===== config.mk =====
export PLATFORM = sky130hd
export DESIGN_NAME = spi_touch_adc_and_flash_responder
export DESIGN_NICKNAME = d
export VERILOG_FILES = /design/src/design/stafr_pkg.sv /design/src/design/spi_touch_adc_and_flash_responder.sv /design/src/design/stafr_flash_img.sv
export SDC_FILE = /design/constraint.sdc
export NUM_CORES = 1
export LEC_CHECK = 0
export BUFFER_PORTS_ARGS = -buffer_cell sky130_fd_sc_hd__buf_2
export CAP_MARGIN = 30
export CELL_PAD_IN_SITES_DETAIL_PLACEMENT = 1
export CELL_PAD_IN_SITES_GLOBAL_PLACEMENT = 1
export CORE_MARGIN = 2
export CORE_UTILIZATION = 51
export DETAILED_ROUTE_END_ITERATION = 8
export GPL_ROUTABILITY_DRIVEN = 0
export PLACE_DENSITY_LB_ADDON = 0.1
export SYNTH_ARGS = -nofsm -noshare
export SYNTH_HDL_FRONTEND = slang
export SYNTH_HIERARCHICAL = 1
export SYNTH_SLANG_ARGS = --single-unit

===== constraint.sdc =====
create_clock -name clk -period 8.7 [get_ports clk]
set_clock_uncertainty 0.1 [all_clocks]
set_input_delay 1.305 -clock clk [delete_from_list [all_inputs] [get_ports clk]]
set_output_delay 1.305 -clock clk [all_outputs]
set_load 0.05 [all_outputs]

===== src/design/stafr_pkg.sv =====
// Shared constants, codes and flash image helpers for the SPI touch/flash responder.
package stafr_pkg;

	// Control register fields
	localparam int unsigned CTL_ENABLE_BIT = 15;
	localparam int unsigned CTL_HOLD_BIT   = 11;
	localparam logic [1:0]  DEV_FLASH      = 2'd1;
	localparam logic [1:0]  DEV_TOUCH      = 2'd2;

	// Bus offsets
	localparam logic [1:0] OFF_CTL_LO = 2'd0;
	localparam logic [1:0] OFF_CTL_HI = 2'd1;
	localparam logic [1:0] OFF_DATA   = 2'd2;

	// Access types
	localparam logic REQ_READ  = 1'b0;
	localparam logic REQ_WRITE = 1'b1;

	// Flash command state
	localparam logic [1:0] FCMD_NONE = 2'd0;
	localparam logic [1:0] FCMD_READ = 2'd1;
	localparam logic [1:0] FCMD_RDSR = 2'd2;

	// Flash opcodes
	localparam logic [7:0] OP_READ = 8'h03;
	localparam logic [7:0] OP_RDSR = 8'h05;

	// Touch reply index meaning no reply pending
	localparam logic [1:0] REPLY_NONE = 2'd2;

	// Touch ADC channels
	localparam logic [2:0] CH_Y   = 3'd1;
	localparam logic [2:0] CH_X   = 3'd5;
	localparam logic [2:0] CH_AUX = 3'd6;

	// User settings window in the flash image
	localparam logic [31:0] SET_LO   = 32'h0003_FE00;
	localparam logic [31:0] SET_HI   = 32'h0004_0000;
	localparam logic [7:0]  SET_BODY = 8'h70;

	// Nonzero bytes of the user settings body
	function automatic logic [7:0] settings_body(input logic [7:0] off);
		logic [7:0] b;
		case (off)
			8'h00: b = 8'h05;
			8'h02: b = 8'h07;
			8'h03: b = 8'h06;
			8'h04: b = 8'h17;
			8'h59: b = 8'h02;
			8'h5B: b = 8'h02;
			8'h5C: b = 8'h21;
			8'h5D: b = 8'h21;
			8'h5F: b = 8'h0E;
			8'h61: b = 8'h08;
			8'h62: b = 8'hE1;
			8'h63: b = 8'h81;
			8'h64: b = 8'h31;
			8'h65: b = 8'hFC;
			default: b = 8'h00;
		endcase
		return b;
	endfunction

	// CRC-16 (reflected 0xA001, init 0xFFFF) over the settings body, elaboration only
	function automatic logic [15:0] settings_crc();
		logic [15:0] crc;
		crc = 16'hFFFF;
		for (int i = 0; i < 32'h70; i++) begin
			crc = crc ^ {8'h00, settings_body(8'(i))};
			for (int b = 0; b < 8; b++) begin
				if (crc[0]) begin
					crc = (crc >> 1) ^ 16'hA001;
				end else begin
					crc = crc >> 1;
				end
			end
		end
		return crc;
	endfunction

	localparam logic [15:0] SETTINGS_CRC = settings_crc();

endpackage


===== src/design/spi_touch_adc_and_flash_responder.sv =====
// Top level: SPI control/data register responder for a touch ADC and a firmware flash.
//
//  channel | valid     | stall     | payload
//  --------+-----------+-----------+------------------------------------------------
//  request | req_valid | req_stall | req_type reg_offset write_data pen_x pen_y pen_down
//  reply   | rsp_valid | rsp_stall | read_data
//
// Every transaction gives one reply byte. A transaction is captured in the input
// register, then passes through the register update logic into the reply register.
// One transaction per cycle is sustained while the reply side does not stall; a
// stalled reply holds the input register, which then stalls the request side.
// arst_n clears all control state and registers asynchronously.
module spi_touch_adc_and_flash_responder #(
	parameter int unsigned FLASH_ADDR_BITS = 24
) (
	input  logic        clk,
	input  logic        arst_n,
	input  logic        req_valid,
	output logic        req_stall,
	input  logic        req_type,
	input  logic [1:0]  reg_offset,
	input  logic [7:0]  write_data,
	input  logic [11:0] pen_x,
	input  logic [11:0] pen_y,
	input  logic        pen_down,
	output logic        rsp_valid,
	input  logic        rsp_stall,
	output logic [7:0]  read_data
);

	localparam int unsigned AW = FLASH_ADDR_BITS;

	// Input register
	logic        valid_s1;
	logic        type_s1;
	logic [1:0]  off_s1;
	logic [7:0]  wdata_s1;
	logic [11:0] pen_x_s1;
	logic [11:0] pen_y_s1;
	logic        pen_down_s1;

	// Reply register
	logic       rsp_valid_q;
	logic [7:0] rdata_q;

	// Block state
	logic [15:0]   ctl_q,    ctl_n;
	logic [7:0]    data_q,   data_n;
	logic [2:0]    chan_q,   chan_n;
	logic          eight_q,  eight_n;
	logic [11:0]   conv_q,   conv_n;
	logic [1:0]    reply_q,  reply_n;
	logic          fsel_q,   fsel_n;
	logic [1:0]    fcmd_q,   fcmd_n;
	logic [AW-1:0] faddr_q,  faddr_n;
	logic [1:0]    fcnt_q,   fcnt_n;

	logic          go;
	logic [7:0]    rd;
	logic          touch_on;
	logic          flash_on;
	logic          touch_on_new;
	logic          flash_on_new;
	logic [15:0]   ctl_new;
	logic [1:0]    fcmd_eff;
	logic [AW-1:0] faddr_eff;
	logic [1:0]    fcnt_eff;
	logic [7:0]    img_byte;
	logic [11:0]   conv_sel;
	logic [11:0]   shaped;
	logic [1:0]    reply_cur;

	// Handshake
	assign go        = valid_s1 && (!rsp_valid_q || !rsp_stall);
	assign req_stall = valid_s1 && !go;
	assign rsp_valid = rsp_valid_q;
	assign read_data = rdata_q;

	assign touch_on = ctl_q[stafr_pkg::CTL_ENABLE_BIT] && (ctl_q[9:8] == stafr_pkg::DEV_TOUCH);
	assign flash_on = ctl_q[stafr_pkg::CTL_ENABLE_BIT] && (ctl_q[9:8] == stafr_pkg::DEV_FLASH);

	// Control byte write merged into the control register
	always_comb begin
		ctl_new = ctl_q;
		if (off_s1 == stafr_pkg::OFF_CTL_LO) begin
			ctl_new[7:0] = wdata_s1;
		end else if (off_s1 == stafr_pkg::OFF_CTL_HI) begin
			ctl_new[15:8] = wdata_s1;
		end
	end
	assign touch_on_new = ctl_new[stafr_pkg::CTL_ENABLE_BIT] &&
		(ctl_new[9:8] == stafr_pkg::DEV_TOUCH);
	assign flash_on_new = ctl_new[stafr_pkg::CTL_ENABLE_BIT] &&
		(ctl_new[9:8] == stafr_pkg::DEV_FLASH);

	// A deselected flash starts a fresh command
	assign fcmd_eff  = fsel_q ? fcmd_q  : stafr_pkg::FCMD_NONE;
	assign faddr_eff = fsel_q ? faddr_q : '0;
	assign fcnt_eff  = fsel_q ? fcnt_q  : 2'd0;

	stafr_flash_img #(
		.ADDR_BITS(AW)
	) u_img (
		.addr  (faddr_eff),
		.rdata (img_byte)
	);

	// Touch conversion for the channel in the command byte
	always_comb begin
		case (wdata_s1[6:4])
			stafr_pkg::CH_X:   conv_sel = pen_down_s1 ? pen_x_s1 : 12'h000;
			stafr_pkg::CH_Y:   conv_sel = pen_down_s1 ? pen_y_s1 : 12'hFFF;
			stafr_pkg::CH_AUX: conv_sel = 12'h800;
			default:           conv_sel = 12'hFFF;
		endcase
	end

	// Register update and reply byte for one transaction
	always_comb begin
		ctl_n   = ctl_q;
		data_n  = data_q;
		chan_n  = chan_q;
		eight_n = eight_q;
		conv_n  = conv_q;
		reply_n = reply_q;
		fsel_n  = fsel_q;
		fcmd_n  = fcmd_q;
		faddr_n = faddr_q;
		fcnt_n  = fcnt_q;
		rd      = 8'h00;
		shaped  = 12'h000;
		reply_cur = reply_q;

		if (type_s1 == stafr_pkg::REQ_READ) begin
			case (off_s1)
				stafr_pkg::OFF_CTL_LO: rd = {1'b0, ctl_q[6:0]};
				stafr_pkg::OFF_CTL_HI: rd = ctl_q[15:8];
				stafr_pkg::OFF_DATA:   rd = data_q;
				default:               rd = 8'h00;
			endcase
		end else if (off_s1 == stafr_pkg::OFF_DATA) begin
			if (touch_on) begin
				// touch ADC: start bit latches a new conversion
				if (wdata_s1[7]) begin
					chan_n  = wdata_s1[6:4];
					eight_n = wdata_s1[3];
					conv_n  = conv_sel;
					reply_cur = 2'd0;
				end
				shaped = eight_n ? (conv_n & 12'hFF0) : conv_n;
				case (reply_cur)
					2'd0:    data_n = {1'b0, shaped[11:5]};
					2'd1:    data_n = {shaped[4:0], 3'b000};
					default: data_n = 8'h00;
				endcase
				reply_n = (reply_cur < stafr_pkg::REPLY_NONE) ? reply_cur + 2'd1 : reply_cur;
				if (!ctl_q[stafr_pkg::CTL_HOLD_BIT]) begin
					reply_n = stafr_pkg::REPLY_NONE;
				end
			end else if (flash_on) begin
				// flash: command, address bytes, then data stream
				fcmd_n  = fcmd_eff;
				faddr_n = faddr_eff;
				fcnt_n  = fcnt_eff;
				data_n  = 8'hFF;
				if (fcmd_eff == stafr_pkg::FCMD_RDSR) begin
					data_n = 8'h00;
				end else if (fcmd_eff == stafr_pkg::FCMD_READ && fcnt_eff == 2'd3) begin
					data_n  = img_byte;
					faddr_n = faddr_eff + 1'b1;
				end else if (fcmd_eff == stafr_pkg::FCMD_READ) begin
					faddr_n = {faddr_eff[AW-9:0], wdata_s1};
					fcnt_n  = fcnt_eff + 2'd1;
				end else if (wdata_s1 == stafr_pkg::OP_READ) begin
					fcmd_n  = stafr_pkg::FCMD_READ;
					faddr_n = '0;
					fcnt_n  = 2'd0;
				end else if (wdata_s1 == stafr_pkg::OP_RDSR) begin
					fcmd_n = stafr_pkg::FCMD_RDSR;
				end else begin
					fcmd_n = stafr_pkg::FCMD_NONE;
				end
				fsel_n = ctl_q[stafr_pkg::CTL_HOLD_BIT];
			end
		end else begin
			// control or unmapped write, then the deselect rule
			ctl_n = ctl_new;
			if (!touch_on_new) begin
				reply_n = stafr_pkg::REPLY_NONE;
				if (!flash_on_new) begin
					fsel_n = 1'b0;
				end
			end
		end
	end

	// Input register
	always_ff @(posedge clk or negedge arst_n) begin
		if (!arst_n) begin
			valid_s1    <= 1'b0;
			type_s1     <= 1'b0;
			off_s1      <= 2'd0;
			wdata_s1    <= 8'h00;
			pen_x_s1    <= 12'h000;
			pen_y_s1    <= 12'h000;
			pen_down_s1 <= 1'b0;
		end else begin
			if (req_valid && !req_stall) begin
				valid_s1    <= 1'b1;
				type_s1     <= req_type;
				off_s1      <= reg_offset;
				wdata_s1    <= write_data;
				pen_x_s1    <= pen_x;
				pen_y_s1    <= pen_y;
				pen_down_s1 <= pen_down;
			end else if (go) begin
				valid_s1 <= 1'b0;
			end
		end
	end

	// Block state and reply register
	always_ff @(posedge clk or negedge arst_n) begin
		if (!arst_n) begin
			rsp_valid_q <= 1'b0;
			rdata_q     <= 8'h00;
			ctl_q       <= 16'h0000;
			data_q      <= 8'h00;
			chan_q      <= 3'd0;
			eight_q     <= 1'b0;
			conv_q      <= 12'h000;
			reply_q     <= stafr_pkg::REPLY_NONE;
			fsel_q      <= 1'b0;
			fcmd_q      <= stafr_pkg::FCMD_NONE;
			faddr_q     <= '0;
			fcnt_q      <= 2'd0;
		end else begin
			if (go) begin
				rsp_valid_q <= 1'b1;
				rdata_q     <= rd;
				ctl_q       <= ctl_n;
				data_q      <= data_n;
				chan_q      <= chan_n;
				eight_q     <= eight_n;
				conv_q      <= conv_n;
				reply_q     <= reply_n;
				fsel_q      <= fsel_n;
				fcmd_q      <= fcmd_n;
				faddr_q     <= faddr_n;
				fcnt_q      <= fcnt_n;
			end else if (!rsp_stall) begin
				rsp_valid_q <= 1'b0;
			end
		end
	end

endmodule


===== src/design/stafr_flash_img.sv =====
// Fixed firmware flash image: header bytes, settings mirrors with CRC, 0xFF elsewhere.
module stafr_flash_img #(
	parameter int unsigned ADDR_BITS = 24
) (
	input  logic [ADDR_BITS-1:0] addr,
	output logic [7:0]           rdata
);

	logic [31:0] a32;
	logic [7:0]  off;

	assign a32 = 32'(addr);
	assign off = a32[7:0];

	always_comb begin
		rdata = 8'hFF;
		if (a32 >= stafr_pkg::SET_LO && a32 < stafr_pkg::SET_HI) begin
			// settings mirror: body, mirror count, pad, CRC
			if (off < stafr_pkg::SET_BODY) begin
				rdata = stafr_pkg::settings_body(off);
			end else begin
				case (off)
					8'h70: rdata = {7'd0, a32[8]};
					8'h71: rdata = 8'h00;
					8'h72: rdata = stafr_pkg::SETTINGS_CRC[7:0];
					8'h73: rdata = stafr_pkg::SETTINGS_CRC[15:8];
					default: rdata = 8'hFF;
				endcase
			end
		end else if (a32 < 32'h40) begin
			// header region
			case (a32[5:0])
				6'h20: rdata = 8'hC0;
				6'h21: rdata = 8'h7F;
				6'h2C: rdata = 8'h38;
				6'h2D: rdata = 8'h01;
				6'h36: rdata = 8'h00;
				6'h37: rdata = 8'h09;
				6'h38: rdata = 8'hBF;
				6'h39: rdata = 8'h12;
				6'h3A: rdata = 8'h34;
				6'h3B: rdata = 8'h56;
				6'h3C: rdata = 8'hFE;
				6'h3D: rdata = 8'h3F;
				default: rdata = 8'hFF;
			endcase
		end
	end

endmodule

==> impl_metrics.prom <==
# TYPE chip_impl_metric gauge
chip_impl_metric{name="drive_gt1_share",unit="%"} 18.1
chip_impl_metric{name="critPathMaxStageDelay",unit="ns"} 0.73
chip_impl_metric{name="cts.sink_count",unit=""} 113
chip_impl_info{name="yosys.cell_count.top_type",value="sky130_fd_sc_hd__dfrtp_1"} 1
chip_impl_metric{name="die_w",unit="µm"} 121
chip_impl_metric{name="post_drt_via_cell_ratio",unit=""} 6.69
chip_impl_info{name="synth.top_cells.by_area",value="sky130_fd_sc_hd__dfrtp_1 40%, sky130_fd_sc_hd__mux2_2 7.5%, sky130_fd_sc_hd__nand2_1 4.6%, sky130_fd_sc_hd__nor2_1 3.6%, sky130_fd_sc_hd__o21ai_0 3.0%"} 1
chip_impl_metric{name="pin_count",unit=""} 50
chip_impl_metric{name="clk_transition_reported_paths",unit="ns"} 0.06
chip_impl_metric{name="timing.final.crit_share",unit="%"} 39.6
chip_impl_metric{name="global_route_wire_length_before_repair",unit="µm"} 38100
chip_impl_metric{name="netlist_area",unit="µm²"} 6930
chip_impl_metric{name="finished_cell_area",unit="µm²"} 7890
chip_impl_metric{name="syn_avg_cell_area",unit="µm²"} 9.10
chip_impl_metric{name="diodes",unit=""} 0
chip_impl_metric{name="grt_max_degree",unit=""} 60
chip_impl_metric{name="post_cts_resize_count",unit=""} 0
chip_impl_metric{name="placedInstanceArea",unit="µm²"} 7270
chip_impl_metric{name="asyncSetResetFlopFracSynth",unit="%"} 100
chip_impl_metric{name="final_nets",unit=""} 839
chip_impl_info{name="rsz0062_at_grt",value="no"} 1
chip_impl_metric{name="synth_seq_cells",unit=""} 113
chip_impl_metric{name="hpwl",unit="µm"} 15600
chip_impl_metric{name="area_growth",unit="%"} 13.8
chip_impl_metric{name="grt_antenna_before_repair",unit=""} 0
chip_impl_metric{name="first_global_vias",unit=""} 7049
chip_impl_metric{name="drtAntennaViolNets",unit=""} 0
chip_impl_metric{name="drc",unit=""} 0
chip_impl_metric{name="grt_usage",unit="%"} 33.7
chip_impl_metric{name="arrival_worst_endpoint",unit="ns"} 3.64
chip_impl_metric{name="standby_leakage_power",unit="nW"} 3.41
chip_impl_info{name="crit_path_top_delay_cell",value="sky130_fd_sc_hd__ha_1"} 1
chip_impl_metric{name="core_area",unit="µm²"} 13200
chip_impl_metric{name="clock_buffers_created_by_tritoncts",unit=""} 17
chip_impl_metric{name="postCtsSetupBuffers",unit=""} 0
chip_impl_metric{name="worst-slew-pin-transition",unit="ns"} 0.930
chip_impl_metric{name="port_buffers",unit=""} 49
chip_impl_metric{name="synthesis.nets",unit=""} 807
chip_impl_metric{name="drt_first_pass_iters",unit=""} 5
chip_impl_metric{name="number_of_drc_markers_after_the_initial_detailed_route_iteration",unit=""} 751
chip_impl_metric{name="p_total",unit="mW"} 1.84
chip_impl_metric{name="floorplan.die_area",unit="µm²"} 14500
chip_impl_metric{name="fin_crit_period",unit="ns"} 3.45
chip_impl_metric{name="critical_path.max_fanout",unit=""} 35
chip_impl_metric{name="yosysWarnings",unit=""} 6
chip_impl_info{name="status",value="finished clean"} 1
chip_impl_info{name="cp-end-kind",value="flop"} 1
chip_impl_metric{name="ir_worst_vdd",unit="mV"} 0.201
chip_impl_metric{name="global_route.overflow_total",unit=""} 0
chip_impl_info{name="ctsRootBufferMaster",value="sky130_fd_sc_hd__clkbuf_16"} 1
chip_impl_metric{name="wl_per_cell",unit="µm"} 23.9
chip_impl_metric{name="cts_buffer_depth",unit=""} 2
chip_impl_metric{name="die_height",unit="µm"} 121
chip_impl_metric{name="initial_utilization",unit="%"} 52.3
chip_impl_info{name="grt.busiest_layer",value="met2"} 1
chip_impl_metric{name="critical_path_required",unit="ns"} 8.89
chip_impl_metric{name="yosysTopAreaCellShare",unit="%"} 40.4
chip_impl_metric{name="h-tree-depth",unit=""} 4
chip_impl_info{name="synthDominantAreaCellType",value="sky130_fd_sc_hd__dfrtp_1"} 1
chip_impl_info{name="leading_post_synthesis_cells_by_instance_count",value="112 x sky130_fd_sc_hd__dfrtp_1, 85 x sky130_fd_sc_hd__nand2_1, 66 x sky130_fd_sc_hd__nor2_1"} 1
chip_impl_metric{name="finalSetupViolCount",unit=""} 0
chip_impl_metric{name="netlist-cell-type-count",unit=""} 76
chip_impl_metric{name="seq_area_frac_synth",unit="%"} 40.8
chip_impl_info{name="timing_worst_setup_path_type",value="flop to flop"} 1
chip_impl_metric{name="synth-edff-count",unit=""} 0
chip_impl_metric{name="skew_pair_late_insertion_delay",unit="ns"} 0.43
chip_impl_info{name="timing.hold.worst.class",value="flop to flop"} 1
chip_impl_metric{name="hold_fix_buffers_cts",unit=""} 0
chip_impl_info{name="yosys_most_used_dff",value="sky130_fd_sc_hd__dfrtp_1"} 1
chip_impl_metric{name="grt_use_met2",unit="%"} 56.0
chip_impl_info{name="crit_path_start_kind",value="flop"} 1
chip_impl_metric{name="final-hold-violation-count",unit=""} 0
chip_impl_metric{name="max_clock_freq",unit="MHz"} 290
chip_impl_metric{name="num_vias",unit=""} 6573
chip_impl_metric{name="total_wire_length_after_detailed_routing",unit="µm"} 23500
chip_impl_metric{name="tns",unit="ns"} 0
chip_impl_info{name="clock_tree_from_tritoncts",value="yes"} 1
chip_impl_metric{name="gr-usage-met3",unit="%"} 7.08
chip_impl_metric{name="synth_cells",unit=""} 762
chip_impl_metric{name="max-cap-violations",unit=""} 0
chip_impl_metric{name="relSlewSlack",unit="%"} 37.9
chip_impl_metric{name="cellPowerDensity",unit="nW/µm²"} 233
chip_impl_metric{name="timing_max_transition_violations_final",unit=""} 0
chip_impl_metric{name="row_count",unit=""} 42
chip_impl_metric{name="utilization",unit="%"} 59.6
chip_impl_info{name="critical_path.cell_chain",value="buf_16, and2_1, ha_1, and4b_1, nand4_1, o311ai_1"} 1
chip_impl_metric{name="met1_usage",unit="%"} 42.7
-- layout make-up --
class,instances,area (µm²)
Sequential cell,113,2830
Fill cell,1518,5350
Tap cell,176,220
Clock inverter,12,156
Multi-Input combinational cell,594,3870
Inverter,13,48.8
Timing Repair Buffer,55,313
Clock buffer,19,453
-- power breakdown --
| part | total [mW] | switching, mW | internal [mW] |
|---|---|---|---|
| clock network | 0.733 | 0.267 | 0.465 |
| logic | 0.349 | 0.201 | 0.148 |
| registers | 0.761 | 0.127 | 0.633 |
-- cell families after synthesis --
kind of cell,synth area share [%]
xor gates and xnor gates,0.758
muxes,10.6
DFF,40.8
adders and majority gates,0.903
AOI/OAI and AO/OA,19.7
buffers and inverters,3.34
and+or+nand+nor,23.8
-- critical path, delay by kind of cell, from the launching register on --
kind	cells	cell delay, ns
DFF	1	0.60
buffers and inverters	1	0.23
and+or+nand+nor	3	1.11
AOI/OAI and AO/OA	1	0.52
adders and majority gates	1	0.73
-- final timing paths --
kind / end / depth (start not counted) / from / slack [ns]
worst min-delay path: ctl_q[3]$_DFFE_PN0P_ / 1 / ctl_q[3]$_DFFE_PN0P_ / 0.39
worst max-delay path: faddr_q[17]$_DFFE_PN0P_ / 6 / fsel_q$_DFFE_PN0P_ / 5.25
min in group asynchronous: faddr_q[17]$_DFFE_PN0P_ / 1 / arst_n / 0.85
worst max register to register: faddr_q[17]$_DFFE_PN0P_ / 6 / fsel_q$_DFFE_PN0P_ / 5.25
worst min register to register: ctl_q[3]$_DFFE_PN0P_ / 1 / ctl_q[3]$_DFFE_PN0P_ / 0.39
max in group asynchronous: faddr_q[23]$_DFFE_PN0P_ / 2 / arst_n / 6.39
-- cells in the final DEF (no fill, tap or decap), types with 10 or more instances in the layout --
cell type                   count
sky130_fd_sc_hd__a21oi_1       26
sky130_fd_sc_hd__a22o_1        11
sky130_fd_sc_hd__a22oi_1       13
sky130_fd_sc_hd__a31oi_1       21
sky130_fd_sc_hd__and2_1        28
sky130_fd_sc_hd__buf_2         48
sky130_fd_sc_hd__clkbuf_16     17
sky130_fd_sc_hd__dfrtp_1      112
sky130_fd_sc_hd__inv_1         12
sky130_fd_sc_hd__mux2_2        46
sky130_fd_sc_hd__mux2i_1       14
sky130_fd_sc_hd__nand2_1       85
sky130_fd_sc_hd__nand3_1       36
sky130_fd_sc_hd__nand4_1       13
sky130_fd_sc_hd__nor2_1        66
sky130_fd_sc_hd__nor2b_1       10
sky130_fd_sc_hd__nor3_1        14
sky130_fd_sc_hd__o211ai_1      12
sky130_fd_sc_hd__o21ai_0       41
-- state kept, by name, summed over array words and instances, names as in the netlist, 8 cells and up --
| name | flops |
|---|---|
| ctl_q | 15 |
| wdata_s1 | 8 |
| data_q | 8 |
| faddr_q | 24 |
| read_data | 8 |
| conv_q | 12 |
| pen_x_s1 | 12 |
| pen_y_s1 | 12 |
-- stage by stage --
stage | setup WS [ns] | hold slack [ns] | std cells
2_1_floorplan | 5.54 | 0.341 | 762
3_5_place_dp | 5.21 | 0.379 | 950
4_1_cts | 5.36 | 0.393 | 981
6_report | 5.25 | 0.391 | 982
5_1_grt | 5.02 | 0.403 | 982
3_3_place_gp | 5.00 | 0.358 | 948
-- metal layers --
metal,up-vias,wire length (µm)
li1,2904,-
met1,3330,9560
met2,266,11800
met3,73,1350
met4,0,801
met5,-,0
(Power assumes the default switching activity.)
